`src/hw/rtl/mte_pkg.sv`:
```
// Shared types, codes and the Morse symbol table of the Morse timing encoder.
package mte_pkg;

    localparam int NUM_REGS = 6;

    // Element kinds. Each kind's duration lives in the register of the same index.
    localparam logic [2:0] KIND_DOT      = 3'd0;
    localparam logic [2:0] KIND_DASH     = 3'd1;
    localparam logic [2:0] KIND_SYM_GAP  = 3'd2;
    localparam logic [2:0] KIND_CHAR_GAP = 3'd3;
    localparam logic [2:0] KIND_WORD_GAP = 3'd4;
    localparam logic [2:0] KIND_SENT_GAP = 3'd5;

    localparam logic [7:0] REG_RESET [NUM_REGS] = '{8'd1, 8'd3, 8'd1, 8'd3, 8'd7, 8'd10};

    localparam logic [7:0] CH_TAB     = 8'h09;
    localparam logic [7:0] CH_LF      = 8'h0A;
    localparam logic [7:0] CH_SPACE   = 8'h20;
    localparam logic [7:0] CH_EXCL    = 8'h21;
    localparam logic [7:0] CH_PERIOD  = 8'h2E;
    localparam logic [7:0] CH_QUEST   = 8'h3F;
    localparam logic [7:0] CH_DIGIT_0 = 8'h30;
    localparam logic [7:0] CH_DIGIT_9 = 8'h39;
    localparam logic [7:0] CH_UPPER_A = 8'h41;
    localparam logic [7:0] CH_UPPER_Z = 8'h5A;
    localparam logic [7:0] CH_LOWER_A = 8'h61;
    localparam logic [7:0] CH_LOWER_Z = 8'h7A;
    localparam logic [5:0] DIGIT_BASE = 6'd26;

    // Symbol pattern: bit i set means the i-th symbol sent is a dash.
    typedef struct packed {
        logic [2:0] len;
        logic [4:0] code;
    } t_morse;

    typedef struct packed {
        logic load;   // take the accepted character into the sequence registers
        logic step;   // move the next element into the output register
    } t_cmd;

    typedef struct packed {
        logic pending;   // elements of the current character remain
        logic out_free;  // output register is empty or drains this cycle
    } t_status;

    // Index 0..25 are letters A..Z, 26..35 are digits 0..9.
    function automatic t_morse morse_lookup(input logic [5:0] idx);
        t_morse m;
        unique case (idx)
            6'd0:  m = '{3'd2, 5'b00010};
            6'd1:  m = '{3'd4, 5'b00001};
            6'd2:  m = '{3'd4, 5'b00101};
            6'd3:  m = '{3'd3, 5'b00001};
            6'd4:  m = '{3'd1, 5'b00000};
            6'd5:  m = '{3'd4, 5'b00100};
            6'd6:  m = '{3'd3, 5'b00011};
            6'd7:  m = '{3'd4, 5'b00000};
            6'd8:  m = '{3'd2, 5'b00000};
            6'd9:  m = '{3'd4, 5'b01110};
            6'd10: m = '{3'd3, 5'b00101};
            6'd11: m = '{3'd4, 5'b00010};
            6'd12: m = '{3'd2, 5'b00011};
            6'd13: m = '{3'd2, 5'b00001};
            6'd14: m = '{3'd3, 5'b00111};
            6'd15: m = '{3'd4, 5'b00110};
            6'd16: m = '{3'd4, 5'b01011};
            6'd17: m = '{3'd3, 5'b00010};
            6'd18: m = '{3'd3, 5'b00000};
            6'd19: m = '{3'd1, 5'b00001};
            6'd20: m = '{3'd3, 5'b00100};
            6'd21: m = '{3'd4, 5'b01000};
            6'd22: m = '{3'd3, 5'b00110};
            6'd23: m = '{3'd4, 5'b01001};
            6'd24: m = '{3'd4, 5'b01101};
            6'd25: m = '{3'd4, 5'b00011};
            6'd26: m = '{3'd5, 5'b11111};
            6'd27: m = '{3'd5, 5'b11110};
            6'd28: m = '{3'd5, 5'b11100};
            6'd29: m = '{3'd5, 5'b11000};
            6'd30: m = '{3'd5, 5'b10000};
            6'd31: m = '{3'd5, 5'b00000};
            6'd32: m = '{3'd5, 5'b00001};
            6'd33: m = '{3'd5, 5'b00011};
            6'd34: m = '{3'd5, 5'b00111};
            6'd35: m = '{3'd5, 5'b01111};
            default: m = '{3'd0, 5'b00000};
        endcase
        return m;
    endfunction

endpackage

```
`src/hw/rtl/morse_timing_encoder_core.sv`:
```
// Morse timing encoder top level: one ASCII character in, its timing elements out.
//
// Input channel: i_in_valid / o_in_ready carry one character per transfer.
// Output channel: o_out_valid / i_out_ready carry one element per transfer,
// with its duration, kind and a last flag on the final element of a character.
// Letters and digits give their dots and dashes with symbol gaps between them,
// preceded by a character gap when the previous character was alphanumeric.
// Whitespace gives one word gap, terminal punctuation one sentence gap, and
// other characters give nothing (they still clear the previous-alphanumeric flag).
// The character is loaded into the sequence registers, then each of its elements moves on to the output register.
// The sequencer emits one element per cycle into a single output register while that register is free.
// A stalled receiver holds the output register and pauses the sequencer; the
// next character is taken once the last element has moved to the output register.
// Reset restores the duration registers to their defaults and clears the flag.
// Configuration writes (i_cfg_we, i_cfg_addr, i_cfg_data) take effect at once.
module morse_timing_encoder_core (
    input  logic       i_clk,
    input  logic       i_rst_n,
    input  logic       i_in_valid,
    output logic       o_in_ready,
    input  logic [7:0] i_character,
    output logic       o_out_valid,
    input  logic       i_out_ready,
    output logic [7:0] o_wait_units,
    output logic [2:0] o_element_kind,
    output logic       o_last,
    input  logic       i_cfg_we,
    input  logic [2:0] i_cfg_addr,
    input  logic [7:0] i_cfg_data
);
    import mte_pkg::*;

    t_cmd    cmd;
    t_status sts;

    mte_ctrl u_ctrl (
        .i_clk      (i_clk),
        .i_rst_n    (i_rst_n),
        .i_in_valid (i_in_valid),
        .o_in_ready (o_in_ready),
        .i_sts      (sts),
        .o_cmd      (cmd)
    );

    mte_dpath u_dpath (
        .i_clk          (i_clk),
        .i_rst_n        (i_rst_n),
        .i_character    (i_character),
        .i_cfg_we       (i_cfg_we),
        .i_cfg_addr     (i_cfg_addr),
        .i_cfg_data     (i_cfg_data),
        .i_cmd          (cmd),
        .o_sts          (sts),
        .o_out_valid    (o_out_valid),
        .i_out_ready    (i_out_ready),
        .o_wait_units   (o_wait_units),
        .o_element_kind (o_element_kind),
        .o_last         (o_last)
    );

`ifndef SYNTHESIS
    a_last_ends_run: assert property (@(posedge i_clk) disable iff (!i_rst_n)
        cmd.step && o_in_ready |-> 1'b0)
        else $error("element issued while accepting a character");
    a_last_frees_input: assert property (@(posedge i_clk) disable iff (!i_rst_n)
        cmd.step ##1 !sts.pending |=> o_in_ready)
        else $error("input not reopened after the final element");
    a_kind_range: assert property (@(posedge i_clk) disable iff (!i_rst_n)
        o_out_valid |-> o_element_kind <= KIND_SENT_GAP)
        else $error("element kind out of range");
`endif

endmodule

```
`src/hw/rtl/mte_ctrl.sv`:
```
// Controller state machine of the Morse timing encoder.
module mte_ctrl (
    input  logic             i_clk,
    input  logic             i_rst_n,
    input  logic             i_in_valid,
    output logic             o_in_ready,
    input  mte_pkg::t_status i_sts,
    output mte_pkg::t_cmd    o_cmd
);
    import mte_pkg::*;

    localparam logic S_IDLE = 1'b0;
    localparam logic S_RUN  = 1'b1;

    logic r_state;
    logic n_state;

    assign o_in_ready = (r_state == S_IDLE);

    always_comb begin
        n_state    = r_state;
        o_cmd.load = 1'b0;
        o_cmd.step = 1'b0;
        unique case (r_state)
            S_IDLE: begin
                if (i_in_valid) begin
                    o_cmd.load = 1'b1;
                    n_state    = S_RUN;
                end
            end
            S_RUN: begin
                if (!i_sts.pending) begin
                    n_state = S_IDLE;
                end else if (i_sts.out_free) begin
                    o_cmd.step = 1'b1;
                end
            end
            default: n_state = S_IDLE;
        endcase
    end

    always_ff @(posedge i_clk) begin
        if (!i_rst_n) begin
            r_state <= S_IDLE;
        end else begin
            r_state <= n_state;
        end
    end

`ifndef SYNTHESIS
    a_step_needs_room: assert property (@(posedge i_clk) disable iff (!i_rst_n)
        o_cmd.step |-> i_sts.out_free && i_sts.pending)
        else $error("element issued without room or without pending work");
    a_idle_is_empty: assert property (@(posedge i_clk) disable iff (!i_rst_n)
        o_in_ready |-> !i_sts.pending)
        else $error("ready for a character while elements remain");
    a_load_runs: assert property (@(posedge i_clk) disable iff (!i_rst_n)
        o_cmd.load |=> r_state == S_RUN && !o_in_ready)
        else $error("controller did not start after a transfer");
`endif

endmodule

```
`src/hw/rtl/mte_dpath.sv`:
```
// Datapath of the Morse timing encoder: decode, element sequencing, registers, output stage.
module mte_dpath (
    input  logic             i_clk,
    input  logic             i_rst_n,
    input  logic [7:0]       i_character,
    input  logic             i_cfg_we,
    input  logic [2:0]       i_cfg_addr,
    input  logic [7:0]       i_cfg_data,
    input  mte_pkg::t_cmd    i_cmd,
    output mte_pkg::t_status o_sts,
    output logic             o_out_valid,
    input  logic             i_out_ready,
    output logic [7:0]       o_wait_units,
    output logic [2:0]       o_element_kind,
    output logic             o_last
);
    import mte_pkg::*;

    logic [7:0] r_cfg [NUM_REGS];

    // Sequence registers for the character being sent.
    logic       r_prev_alnum, n_prev_alnum;
    logic       r_gp, n_gp;        // word or sentence gap pending
    logic [2:0] r_gk, n_gk;
    logic       r_cg, n_cg;        // character gap pending
    logic       r_sg, n_sg;        // symbol gap before the next symbol
    logic [4:0] r_code, n_code;
    logic [2:0] r_rem, n_rem;

    logic       r_out_valid;
    logic [7:0] r_out_units;
    logic [2:0] r_out_kind;
    logic       r_out_last;

    logic       is_alnum, is_ws, is_punct;
    logic [5:0] sym_idx;
    logic [7:0] ch_off;
    t_morse     sym;
    logic [2:0] el_kind;
    logic       el_last;

    always_comb begin
        is_alnum = 1'b0;
        is_ws    = 1'b0;
        is_punct = 1'b0;
        ch_off   = 8'd0;
        sym_idx  = 6'd0;
        case (i_character) inside
            [CH_UPPER_A:CH_UPPER_Z]: begin
                is_alnum = 1'b1;
                ch_off   = i_character - CH_UPPER_A;
                sym_idx  = ch_off[5:0];
            end
            [CH_LOWER_A:CH_LOWER_Z]: begin
                is_alnum = 1'b1;
                ch_off   = i_character - CH_LOWER_A;
                sym_idx  = ch_off[5:0];
            end
            [CH_DIGIT_0:CH_DIGIT_9]: begin
                is_alnum = 1'b1;
                ch_off   = i_character - CH_DIGIT_0;
                sym_idx  = DIGIT_BASE + ch_off[5:0];
            end
            CH_SPACE, CH_TAB, CH_LF:     is_ws    = 1'b1;
            CH_PERIOD, CH_EXCL, CH_QUEST: is_punct = 1'b1;
            default: ;
        endcase
    end

    assign sym = morse_lookup(sym_idx);

    // Next element, in priority order of what is still owed.
    always_comb begin
        if (r_gp) begin
            el_kind = r_gk;
            el_last = 1'b1;
        end else if (r_cg) begin
            el_kind = KIND_CHAR_GAP;
            el_last = 1'b0;
        end else if (r_sg) begin
            el_kind = KIND_SYM_GAP;
            el_last = 1'b0;
        end else begin
            el_kind = r_code[0] ? KIND_DASH : KIND_DOT;
            el_last = (r_rem == 3'd1);
        end
    end

    always_comb begin
        n_prev_alnum = r_prev_alnum;
        n_gp   = r_gp;
        n_gk   = r_gk;
        n_cg   = r_cg;
        n_sg   = r_sg;
        n_code = r_code;
        n_rem  = r_rem;
        if (i_cmd.load) begin
            n_prev_alnum = is_alnum;
            n_gp   = is_ws || is_punct;
            n_gk   = is_ws ? KIND_WORD_GAP : KIND_SENT_GAP;
            n_cg   = is_alnum && r_prev_alnum;
            n_sg   = 1'b0;
            n_code = sym.code;
            n_rem  = is_alnum ? sym.len : 3'd0;
        end else if (i_cmd.step) begin
            if (r_gp) begin
                n_gp = 1'b0;
            end else if (r_cg) begin
                n_cg = 1'b0;
            end else if (r_sg) begin
                n_sg = 1'b0;
            end else begin
                n_code = r_code >> 1;
                n_rem  = r_rem - 3'd1;
                n_sg   = (r_rem > 3'd1);
            end
        end
    end

    assign o_sts.pending  = r_gp || r_cg || r_sg || (r_rem != 3'd0);
    assign o_sts.out_free = !r_out_valid || i_out_ready;

    always_ff @(posedge i_clk) begin
        if (!i_rst_n) begin
            r_prev_alnum <= 1'b0;
            r_gp  <= 1'b0;
            r_cg  <= 1'b0;
            r_sg  <= 1'b0;
            r_rem <= 3'd0;
            r_out_valid <= 1'b0;
            for (int k = 0; k < NUM_REGS; k++) begin
                r_cfg[k] <= REG_RESET[k];
            end
        end else begin
            r_prev_alnum <= n_prev_alnum;
            r_gp  <= n_gp;
            r_cg  <= n_cg;
            r_sg  <= n_sg;
            r_rem <= n_rem;
            if (i_cmd.step) begin
                r_out_valid <= 1'b1;
            end else if (i_out_ready) begin
                r_out_valid <= 1'b0;
            end
            if (i_cfg_we && ({29'd0, i_cfg_addr} < NUM_REGS)) begin
                r_cfg[i_cfg_addr] <= i_cfg_data;
            end
        end
    end

    always_ff @(posedge i_clk) begin
        r_gk   <= n_gk;
        r_code <= n_code;
        if (i_cmd.step) begin
            r_out_units <= r_cfg[el_kind];
            r_out_kind  <= el_kind;
            r_out_last  <= el_last;
        end
    end

    assign o_out_valid    = r_out_valid;
    assign o_wait_units   = r_out_units;
    assign o_element_kind = r_out_kind;
    assign o_last         = r_out_last;

endmodule

```
`config.mk`:
```
export PLATFORM = sky130hd
export DESIGN_NAME = morse_timing_encoder_core
export DESIGN_NICKNAME = d
export VERILOG_FILES = /design/src/hw/rtl/mte_pkg.sv /design/src/hw/rtl/morse_timing_encoder_core.sv /design/src/hw/rtl/mte_ctrl.sv /design/src/hw/rtl/mte_dpath.sv
export SDC_FILE = /design/constraint.sdc
export NUM_CORES = 1
export LEC_CHECK = 0
export BUFFER_PORTS_ARGS = -buffer_cell sky130_fd_sc_hd__buf_2
export CORE_AREA = 2 2 108 110
export DETAILED_ROUTE_END_ITERATION = 10
export DIE_AREA = 0 0 110 112
export HOLD_SLACK_MARGIN = 0.12
export MAX_ROUTING_LAYER = met4
export PLACE_DENSITY = 0.61
export SLEW_MARGIN = 0
export SYNTH_ARGS = -nofsm -noshare
export SYNTH_HDL_FRONTEND = slang
export SYNTH_SLANG_ARGS = --single-unit
```
`constraint.sdc`:
```
create_clock -name i_clk -period 3.8 [get_ports i_clk]
set_input_delay 0.19 -clock i_clk [delete_from_list [all_inputs] [get_ports i_clk]]
set_output_delay 0.19 -clock i_clk [all_outputs]
set_load 0.005 [all_outputs]
```
==> results.md, run 1 <==
* Status: complete, no violations
* Via count at 3305
* Setup TNS at 0 ps
* Setup CP Type: in2reg
* EDFF count, synth at 66
* R2R cell count at 5
* Unique masters post-synth at 67
* Die height at 112 um
* Synth-to-Final Area Change at 14.1%
* CTS tree: yes
* Yosys warning total at 0
* Crit start category: primary input
* Port bufs at 37
* Post-Route WL at 9860 um
* Largest net degree at the start of global routing at 27
* DRT Pass-1 Iters at 5
* Post-synth ARST share at 0
* Mapped cell area at 0.00438 mm^2
* CTS Sinks at 75
* Sw Pwr at 516 uW
* Global-route wire length before repair at 15900 um
* Final hold viol count at 0
* R2R setup slack at 1230 ps
* Sequential share of power at 0.438
* Number of CTS-inserted buffers at 9
* RSZ-0062 raised after global routing: false
* Fillers at 1041
* Worst-margin pin slew at 875 ps
* CTS clk-pin slew, worst paths at 60 ps
* Clock H-tree levels at 3
* Register area share after synthesis at 0.494
* I/O pin count at 38
* Mapped Nets at 465
* R2R Path End: u_dpath.o_wait_units[1]$_DFFE_PP_
* Antenna diode count at 0
* Post-Synthesis Cells at 423
* Reg-to-Reg Start: u_dpath.r_gp$_SDFFE_PN0P_
* Clock buffer depth at 2
* Max VDD drop at 0.000304 V
* Wirelength per Cell at 16.3 um
* Mapped Avg Cell Area at 10.3 um^2
* Num rows at 39
* Final #Nets at 497
* Hold_sp: i_cfg_data[0]
* Total gr overflow at 0
* Skew-Pair Late Insertion Delay at 320 ps
* Hold_ws at 186 ps
* Antenna violations before repair at 0
* Vias in the first global route at 3122
* Layout cells sized above 1 at 0.159
* Max_cap viols at 0
* Multi-input logic area at 0.00200 mm^2
* Postcts setup bufs at 0
* Placed cell areas at 0.00466 mm^2
* Fin crit share at 0.767
* Sw frac at 0.233
* Antenna viol nets, final at 0
* Min Clock Period, post-route at 2910 ps
* HPWL Detailed at 6990 um
* Final slew viol count at 0
* WP data arrival at 3170 ps
* Post-CTS Hold Fix Bufs at 0
* Gpl congestion at 0.929
* FF+latch area at 0.00216 mm^2
* Vias per cell at 5.48
* Leak at 2.00 nW
* Floorplan core area at 0.0112 mm^2
* Fin cells at 603
* Slew HR at 0.416
* WP data required at 4060 ps
* Peak fanout along the critical path at 8
* Starting density of the core at 0.392
* Count of state elements after synthesis at 75
* Die area at 0.0123 mm^2
* Final Instance Area at 0.00499 mm^2
* CP Capture Type: flop
* DRT iter0 DRCs at 384
* Placed Cells at 587
* Residual DRC at 0
* Final Skew at 4.19 ps
* Worst hold path class: in2reg
* P_int at 1.70 mW
* Setup-failing EPs final at 0
* Worst hold path stage count at 2
* Comb power frac at 0.135
* Main synth FF type: edfxtp_1
* Peak Freq at 0.343 GHz
* DIE WIDTH at 110 um
* P per Cell Area at 444 mW/mm^2
* Clock share of power at 0.427
* Root buffer cell: clkbuf_16
* GRT Total Usage at 0.172
* # resized after CTS at 0
* Hold endpoint: u_dpath.r_cfg[3][0]$_SDFFCE_PN1P_
-- power by group through the flow --
| stage | sequential (mW) | combinational [mW] | clock (mW) |
|---|---|---|---|
| final | 0.971 | 0.300 | 0.946 |
| after global routing | 0.976 | 0.331 | 0.986 |
| after CTS | 0.972 | 0.297 | 0.955 |
| after detailed placement | 0.988 | 0.295 | 0 |
| after global placement | 0.987 | 0.292 | 0 |
| after floorplan | 0.983 | 0.214 | 0 |
-- per-layer routing --
metal	GRT usage	vias to the layer above	wire, um
met5	-	-	0
met4	0.0439	0	106
met3	0.0269	11	549
met2	0.253	105	4410
met1	0.247	1585	4790
li1	-	1604	-
-- worst max-delay path, stage by stage --
cell and delay, ps:
buf_2 130, inv_1 180, ha_1 260, inv_1 60
a311o_2 340, o21bai_4 230, o21ai_2 350, ha_1 330
a221oi_1 390, a211oi_1 90, a311oi_1 310, o211ai_1 140
a21oi_1 170
-- flip-flops by register name, summed over array words and instances (netlist names) --
| signal | flops |
|---|---|
| u_dpath.r_cfg | 48 |
| u_dpath.r_code | 5 |
| u_dpath.r_cg | 1 |
| u_dpath.r_gp | 1 |
| u_dpath.o_out_valid | 1 |
| u_ctrl.r_state | 1 |
| u_dpath.o_last | 1 |
| u_dpath.r_prev_alnum | 1 |
| u_dpath.r_sg | 1 |
| u_dpath.r_rem | 3 |
| u_dpath.r_gk | 1 |
| u_dpath.o_wait_units | 8 |
| u_dpath.o_element_kind | 3 |
-- metrics by stage --
stage | setup WS (ps) | utilization | total power, mW
floorplan | 1110 | - | 1.20
global placement | 706 | 0.417 | 1.28
detailed placement | 602 | 0.417 | 1.28
CTS | 931 | 0.447 | 2.22
global route | 654 | 0.447 | 2.29
finish | 886 | 0.447 | 2.22
-- worst max-delay path by stage --
stage,from,end,slack [ps]
6_report,i_character[1],u_dpath.r_rem[1]$_SDFFE_PN0P_,890
5_1_grt,i_character[1],u_dpath.r_rem[1]$_SDFFE_PN0P_,650
4_1_cts,i_character[1],u_dpath.r_rem[1]$_SDFFE_PN0P_,930
3_5_place_dp,i_character[1],u_dpath.r_rem[1]$_SDFFE_PN0P_,600
3_3_place_gp,i_character[1],u_dpath.r_code[2]$_DFFE_PP_,710
2_1_floorplan,i_character[1],u_dpath.r_code[2]$_DFFE_PP_,1110
-- synth_stat cells (3+ instances only) --
| library cell | instances | share of area |
|---|---|---|
| a211oi_1 | 4 | 0.0069 |
| a21boi_0 | 3 | 0.0051 |
| a21oi_1 | 32 | 0.037 |
| a31oi_1 | 5 | 0.0071 |
| and2_1 | 12 | 0.017 |
| and3_1 | 11 | 0.016 |
| buf_2 | 5 | 0.0057 |
| buf_6 | 4 | 0.010 |
| clkbuf_1 | 11 | 0.0094 |
| dfxtp_1 | 9 | 0.041 |
| edfxtp_1 | 66 | 0.45 |
| ha_1 | 18 | 0.051 |
| inv_1 | 23 | 0.020 |
| mux2i_1 | 26 | 0.059 |
| nand2_1 | 51 | 0.044 |
| nand2b_1 | 17 | 0.024 |
| nand3_1 | 12 | 0.014 |
| nor2_1 | 31 | 0.027 |
| nor2b_1 | 3 | 0.0043 |
| nor3_1 | 6 | 0.0069 |
| o2111ai_1 | 3 | 0.0060 |
| o211ai_1 | 7 | 0.012 |
| o21ai_0 | 3 | 0.0034 |
| o21ai_1 | 5 | 0.0057 |
| o21bai_1 | 3 | 0.0051 |
| o22ai_1 | 3 | 0.0043 |
| xor2_1 | 3 | 0.0060 |
-- area by class of cell --
type	count	area share
multi-input combinational	301	0.401
sequential	75	0.433
timing repair buffer	41	0.0431
clock buffer	10	0.0459
tap	143	0.0358
inverter	27	0.0203
clock inverter	6	0.0208
-- cell usage in the layout (no fill, tap or decap), types with 11 or more instances in the layout --
master | synthesis | layout
nand3_1 | 12 | 12
mux2i_1 | 26 | 26
and2_1 | 12 | 12
inv_1 | 23 | 23
a21oi_1 | 32 | 32
nor2_1 | 31 | 31
ha_1 | 18 | 18
edfxtp_1 | 66 | 66
buf_2 | 5 | 37
and3_1 | 11 | 11
nand2_1 | 51 | 51
nand2b_1 | 17 | 17
-- logic make-up (layout without fill, tap and decap cells) --
logic type	Yosys count	in the layout	share of synthesized area
multiplexers	27	27	0.0620
flip-flops	75	75	0.494
adder cells (fa/ha/maj)	18	18	0.0514
XOR/XNOR	4	4	0.00800
AO/OA/AOI/OAI	96	96	0.159
buffers and inverters	47	84	0.0486
AND/OR/NAND/NOR	156	156	0.177
Note: power is estimated with default switching activity, not from simulation.
==> inputs of run 2 (changes only) <==
--- a/config.mk
+++ b/config.mk
@@ -11,7 +11,7 @@
 export DIE_AREA = 0 0 110 112
 export HOLD_SLACK_MARGIN = 0.12
 export MAX_ROUTING_LAYER = met4
-export PLACE_DENSITY = 0.61
+export PLACE_DENSITY = 0.63
 export SLEW_MARGIN = 0
 export SYNTH_ARGS = -nofsm -noshare
 export SYNTH_HDL_FRONTEND = slang
==> constraint.sdc (replaced) <==
create_clock -name i_clk -period 2.6 [get_ports i_clk]
set_input_delay 0.13 -clock i_clk [delete_from_list [all_inputs] [get_ports i_clk]]
set_output_delay 0.13 -clock i_clk [all_outputs]
set_load 0.005 [all_outputs]
==> run 2 against run 1 <==
  * Combinational power increased by 65%
  * Cell count increased by 7.8%
  * Critical path depth unchanged
==> results.md, run 2 (synthesis results as in run 1) <==
* Setup ws final at 207 ps
* Max_cap viols at 0
* Antenna violations before repair at 0
* Setup TNS at 0 ps
* Slew HR at 0.521
* Max FFs per register at 48
* Vias in the first global route at 3409
* Leak at 2.19 nW
* Port bufs at 37
* Hold_ws at 138 ps
* Setup-failing EPs final at 0
* Placed Cells at 631
* Placed cell areas at 0.00501 mm^2
* HPWL Detailed at 7640 um
* Fin crit share at 0.920
* WP data required at 2660 ps
* Status: complete, no violations
* CTS clk-pin slew, worst paths at 50 ps
* Gpl congestion at 0.897
* Antenna viol nets, final at 0
* WP data arrival at 2460 ps
* Final hold viol count at 0
* Most frequent cells in the layout: 66 x edfxtp_1, 51 x nand2_1, 48 x buf_4
* Postcts setup bufs at 0
* Most common cell after layout, fill and taps aside: edfxtp_1
* Reg with most FFs: u_dpath.r_cfg
* Final Instance Area at 0.00530 mm^2
* Fillers at 1065
* Post-Route WL at 10100 um
* CTS tree: yes
* Clock H-tree levels at 3
* Die height at 112 um
* Final #Nets at 545
* Total gr overflow at 0
* DRT iter0 DRCs at 286
* Antenna diode count at 0
* Min Clock Period, post-route at 2390 ps
* Worst hold path class: in2reg
* Final Skew at 6.55 ps
* Max VDD drop at 0.000294 V
* Crit start category: primary input
* GRT Total Usage at 0.179
* P per Cell Area at 559 mW/mm^2
* Skew-Pair Late Insertion Delay at 320 ps
* Die area at 0.0123 mm^2
* DIE WIDTH at 110 um
* Via count at 3412
* Setup CP Type: in2reg
* Fin cells at 650
* Wirelength per Cell at 15.5 um
* Clock buffer depth at 2
* Vias per cell at 5.25
* CP Capture Type: flop
* DP Worst Slack at -125 ps
* Largest net degree at the start of global routing at 19
* Final slew viol count at 0
* Peak Freq at 0.418 GHz
* Starting density of the core at 0.392
* Root buffer cell: clkbuf_16
* Util after Layout at 0.474
* Num rows at 39
* DRT Pass-1 Iters at 4
* Layout cells sized above 1 at 0.227
* Floorplan core area at 0.0112 mm^2
* Global-route wire length before repair at 16800 um
* Residual DRC at 0
* RSZ-0062 raised after global routing: false
* Peak fanout along the critical path at 3
* Total power at 2.96 mW
* Worst-margin pin slew at 712 ps
* Synth-to-Final Area Change at 21.0%
* CTS Sinks at 75
* Number of CTS-inserted buffers at 9
* I/O pin count at 38
## run 2: cell count changes in the layout (fill, tap and decap cells not counted)
cell and delta:
clkbuf_1 +1, o21ai_4 +2, bufinv_16 -3, dlygate4sd3_1 +4, o21ai_2 -2, buf_4 +44, clkinv_2 +1
## run 2: worst max-delay path, cell delays in order
cell      delay, ps
buf_2           100
inv_1            90
ha_1            190
inv_1            60
a311o_2         340
o21bai_4        210
o21ai_4         180
ha_1            270
a221oi_1        230
buf_4           190
a211oi_1         50
o311ai_1        300
a31oi_1         130
## run 2: layer usage
layer | vias to the layer above | track usage | share of wire
met2 | 72 | 0.273 | 0.47
met3 | 6 | 0.0357 | 0.048
li1 | 1699 | - | -
met4 | 0 | 0.0346 | 0.0047
met5 | - | - | 0
met1 | 1635 | 0.248 | 0.48
## run 2: cell type report
cell class	count	area (um^2)	area share
Multi-Input combinational cell	301	2020	0.381
Clock inverter	4	18.8	0.00354
Tap cell	143	179	0.0338
Clock buffer	11	233	0.0439
Sequential cell	75	2160	0.408
Timing Repair Buffer	89	586	0.111
Inverter	27	101	0.0191
## run 2: final timing paths
path	startpoint	to	slack, ps	cells past startpoint
worst min register to register	u_dpath.r_prev_alnum$_SDFFE_PN0P_	u_dpath.r_cg$_SDFFE_PN0P_	480	2
worst min-delay path	i_cfg_data[3]	u_dpath.r_cfg[5][3]$_DFFE_PP_	140	3
worst max-delay path	i_character[1]	u_dpath.r_code[2]$_DFFE_PP_	210	13
worst max register to register	u_dpath.r_rem[0]$_SDFFE_PN0P_	u_dpath.r_rem[2]$_SDFFE_PN0P_	430	10
## run 2: report_power, final
part | internal (mW) | switching (mW) | total, mW
Combinational | 0.210 | 0.285 | 0.495
Sequential | 1.40 | 0.0237 | 1.42
Clock | 0.631 | 0.415 | 1.05
## run 2: what timing repair did
action / in CTS / in global routing
gates resized for setup: 0 / 0
hold buffers: 4 / 0
hold endpoints to repair: 7 / 0
==> inputs of run 3 (changes only) <==
--- a/config.mk
+++ b/config.mk
@@ -6,12 +6,12 @@
 export NUM_CORES = 1
 export LEC_CHECK = 0
 export BUFFER_PORTS_ARGS = -buffer_cell sky130_fd_sc_hd__buf_2
-export CORE_AREA = 2 2 108 110
+export CORE_AREA = 2 2 139 87
 export DETAILED_ROUTE_END_ITERATION = 10
-export DIE_AREA = 0 0 110 112
+export DIE_AREA = 0 0 141 89
 export HOLD_SLACK_MARGIN = 0.12
 export MAX_ROUTING_LAYER = met4
-export PLACE_DENSITY = 0.63
+export PLACE_DENSITY = 0.62
 export SLEW_MARGIN = 0
 export SYNTH_ARGS = -nofsm -noshare
 export SYNTH_HDL_FRONTEND = slang
==> constraint.sdc (replaced) <==
create_clock -name i_clk -period 2.6 [get_ports i_clk]
set_input_delay 0.13 -clock i_clk [delete_from_list [all_inputs] [get_ports i_clk]]
set_output_delay 0.13 -clock i_clk [all_outputs]
set_load 0.1 [all_outputs]
==> run 3 against run 2 <==
  * Non-clock buffer count decreased by 2
  * Routed wire length increased by 11%
  * Largest power group unchanged
  * Flip-flop and latch count unchanged
  * Largest cell class unchanged
  * Critical endpoint is now u_dpath.r_code[0]$_DFFE_PP_
==> results.md, run 3 (synthesis results as in run 1) <==
* Status: complete, no violations
* Antenna diode count at 0
* Reg with most FFs: u_dpath.r_cfg
* Final #Nets at 543
* Gpl congestion at 0.956
* Port bufs at 37
* Antenna viol nets, final at 0
* Most common cell after layout, fill and taps aside: edfxtp_1
* Synth-to-Final Area Change at 21.9%
* R2R Path End: u_dpath.r_rem[2]$_SDFFE_PN0P_
* GRT Total Usage at 0.192
* Total gr overflow at 0
* Vias per cell at 5.38
* R2R setup slack at 400 ps
* WP data required at 2760 ps
* CTS tree: yes
* Placed Cells at 630
* Clock H-tree levels at 3
* CTS clk-pin slew, worst paths at 60 ps
* Largest net degree at the start of global routing at 18
* Routed met3 length at 865 um
* Hold_sp: i_cfg_data[1]
* Util after Layout at 0.479
* Worst-margin pin slew at 763 ps
* Residual DRC at 0
* Floorplan core area at 0.0111 mm^2
* Max VDD drop at 0.000387 V
* Final slew viol count at 0
* Starting density of the core at 0.393
* Final Skew at 6.10 ps
* Slew HR at 0.487
* Clock buffer depth at 2
* Postcts setup bufs at 0
* Min Clock Period, post-route at 2350 ps
* R2R cell count at 10
* Peak fanout along the critical path at 4
* Total power at 3.12 mW
* DIE WIDTH at 141 um
* Setup TNS at 0 ps
* Skew-Pair Late Insertion Delay at 330 ps
* Most frequent cells in the layout: 66 x edfxtp_1, 51 x nand2_1, 44 x buf_4
* Fin crit share at 0.905
* Vias in the first global route at 3239
* Setup-failing EPs final at 0
* Root buffer cell: clkbuf_16
* Post-Route WL at 11200 um
* Crit start category: primary input
* HPWL Detailed at 8450 um
* Antenna violations before repair at 0
* Via count at 3499
* Met2 Routed Length at 4050 um
* DRT Pass-1 Iters at 5
* Die height at 89 um
* Wirelength per Cell at 17.2 um
* Highest routed layer: met4
* Wl on met1 at 6190 um
* Die area at 0.0125 mm^2
* I/O pin count at 38
* DRT iter0 DRCs at 261
* Global-route wire length before repair at 17600 um
* Setup CP Type: in2reg
* Final hold viol count at 0
* Layout cells sized above 1 at 0.231
* WP data arrival at 2510 ps
* Worst hold path stage count at 2
* Hold endpoint: u_dpath.r_cfg[3][1]$_SDFFCE_PN1P_
* CTS Sinks at 75
* Peak Freq at 0.425 GHz
* Max FFs per register at 48
* Hold_ws at 130 ps
* Worst hold path class: in2reg
* Max_cap viols at 0
* Leak at 2.19 nW
* CP Capture Type: flop
* Reg-to-Reg Start: u_dpath.r_rem[0]$_SDFFE_PN0P_
* P per Cell Area at 585 mW/mm^2
* Fin cells at 650
* Num rows at 30
* RSZ-0062 raised after global routing: false
* Number of CTS-inserted buffers at 9
## run 3: changes by cell type in the layout (fill, tap and decap cells not counted), sizes merged
cell | before | now
buf | 85 | 83
clkinvlp | 0 | 2
clkbuf | 11 | 10
clkinv | 6 | 5
inv | 25 | 26
## run 3: final cells by class
type / count / area, um^2
Fill cell: 1033 / 5810
Sequential cell: 75 / 2160
Multi-Input combinational cell: 301 / 2030
Timing Repair Buffer: 87 / 596
Clock buffer: 10 / 229
Tap cell: 144 / 180
Inverter: 27 / 101
Clock inverter: 6 / 41.3
## run 3: worst max-delay path, stage by stage
cell	delay (ps)
buf_2	110
inv_1	70
ha_1	220
a311o_2	390
o21bai_4	210
o21ai_4	190
ha_1	300
a221oi_2	190
buf_4	170
a211oi_2	40
a31oi_1	160
a31oi_1	100
a31oi_1	220
## run 3: worst max-delay path by stage
stage,start,endpoint,cells past startpoint
detailed placement,i_character[0],u_dpath.r_rem[1]$_SDFFE_PN0P_,13
CTS,i_character[0],u_dpath.r_code[0]$_DFFE_PP_,13
floorplan,i_character[1],u_dpath.r_code[2]$_DFFE_PP_,10
global placement,i_character[0],u_dpath.r_code[2]$_DFFE_PP_,12
global route,i_character[0],u_dpath.r_code[0]$_DFFE_PP_,13
finish,i_character[0],u_dpath.r_code[0]$_DFFE_PP_,13
## run 3: power by group
part	switching (mW)	internal, mW	total (mW)
Clock	0.479	0.645	1.12
Sequential	0.0238	1.40	1.42
Combinational	0.365	0.214	0.579
## run 3: what timing repair did
| item | 4_1_cts | 5_1_grt |
|---|---|---|
| setup endpoints to repair | 0 | 2 |
| gates resized for setup | 0 | 2 |
| hold endpoints to repair | 5 | 0 |
| hold buffers | 4 | 0 |
## run 3: through the flow
step           setup slack, ps  cell area (um^2)
5_1_grt                   56.1              5340
3_5_place_dp              -167              5020
6_report                   246              5340
3_3_place_gp             -17.6              5020
4_1_cts                    161              5330
2_1_floorplan             30.7              4390
## run 3: per-layer routing
| layer | global-route usage | up-vias |
|---|---|---|
| met5 | - | - |
| met3 | 0.0445 | 8 |
| met4 | 0.0491 | 0 |
| met1 | 0.302 | 1649 |
| li1 | - | 1702 |
| met2 | 0.239 | 140 |
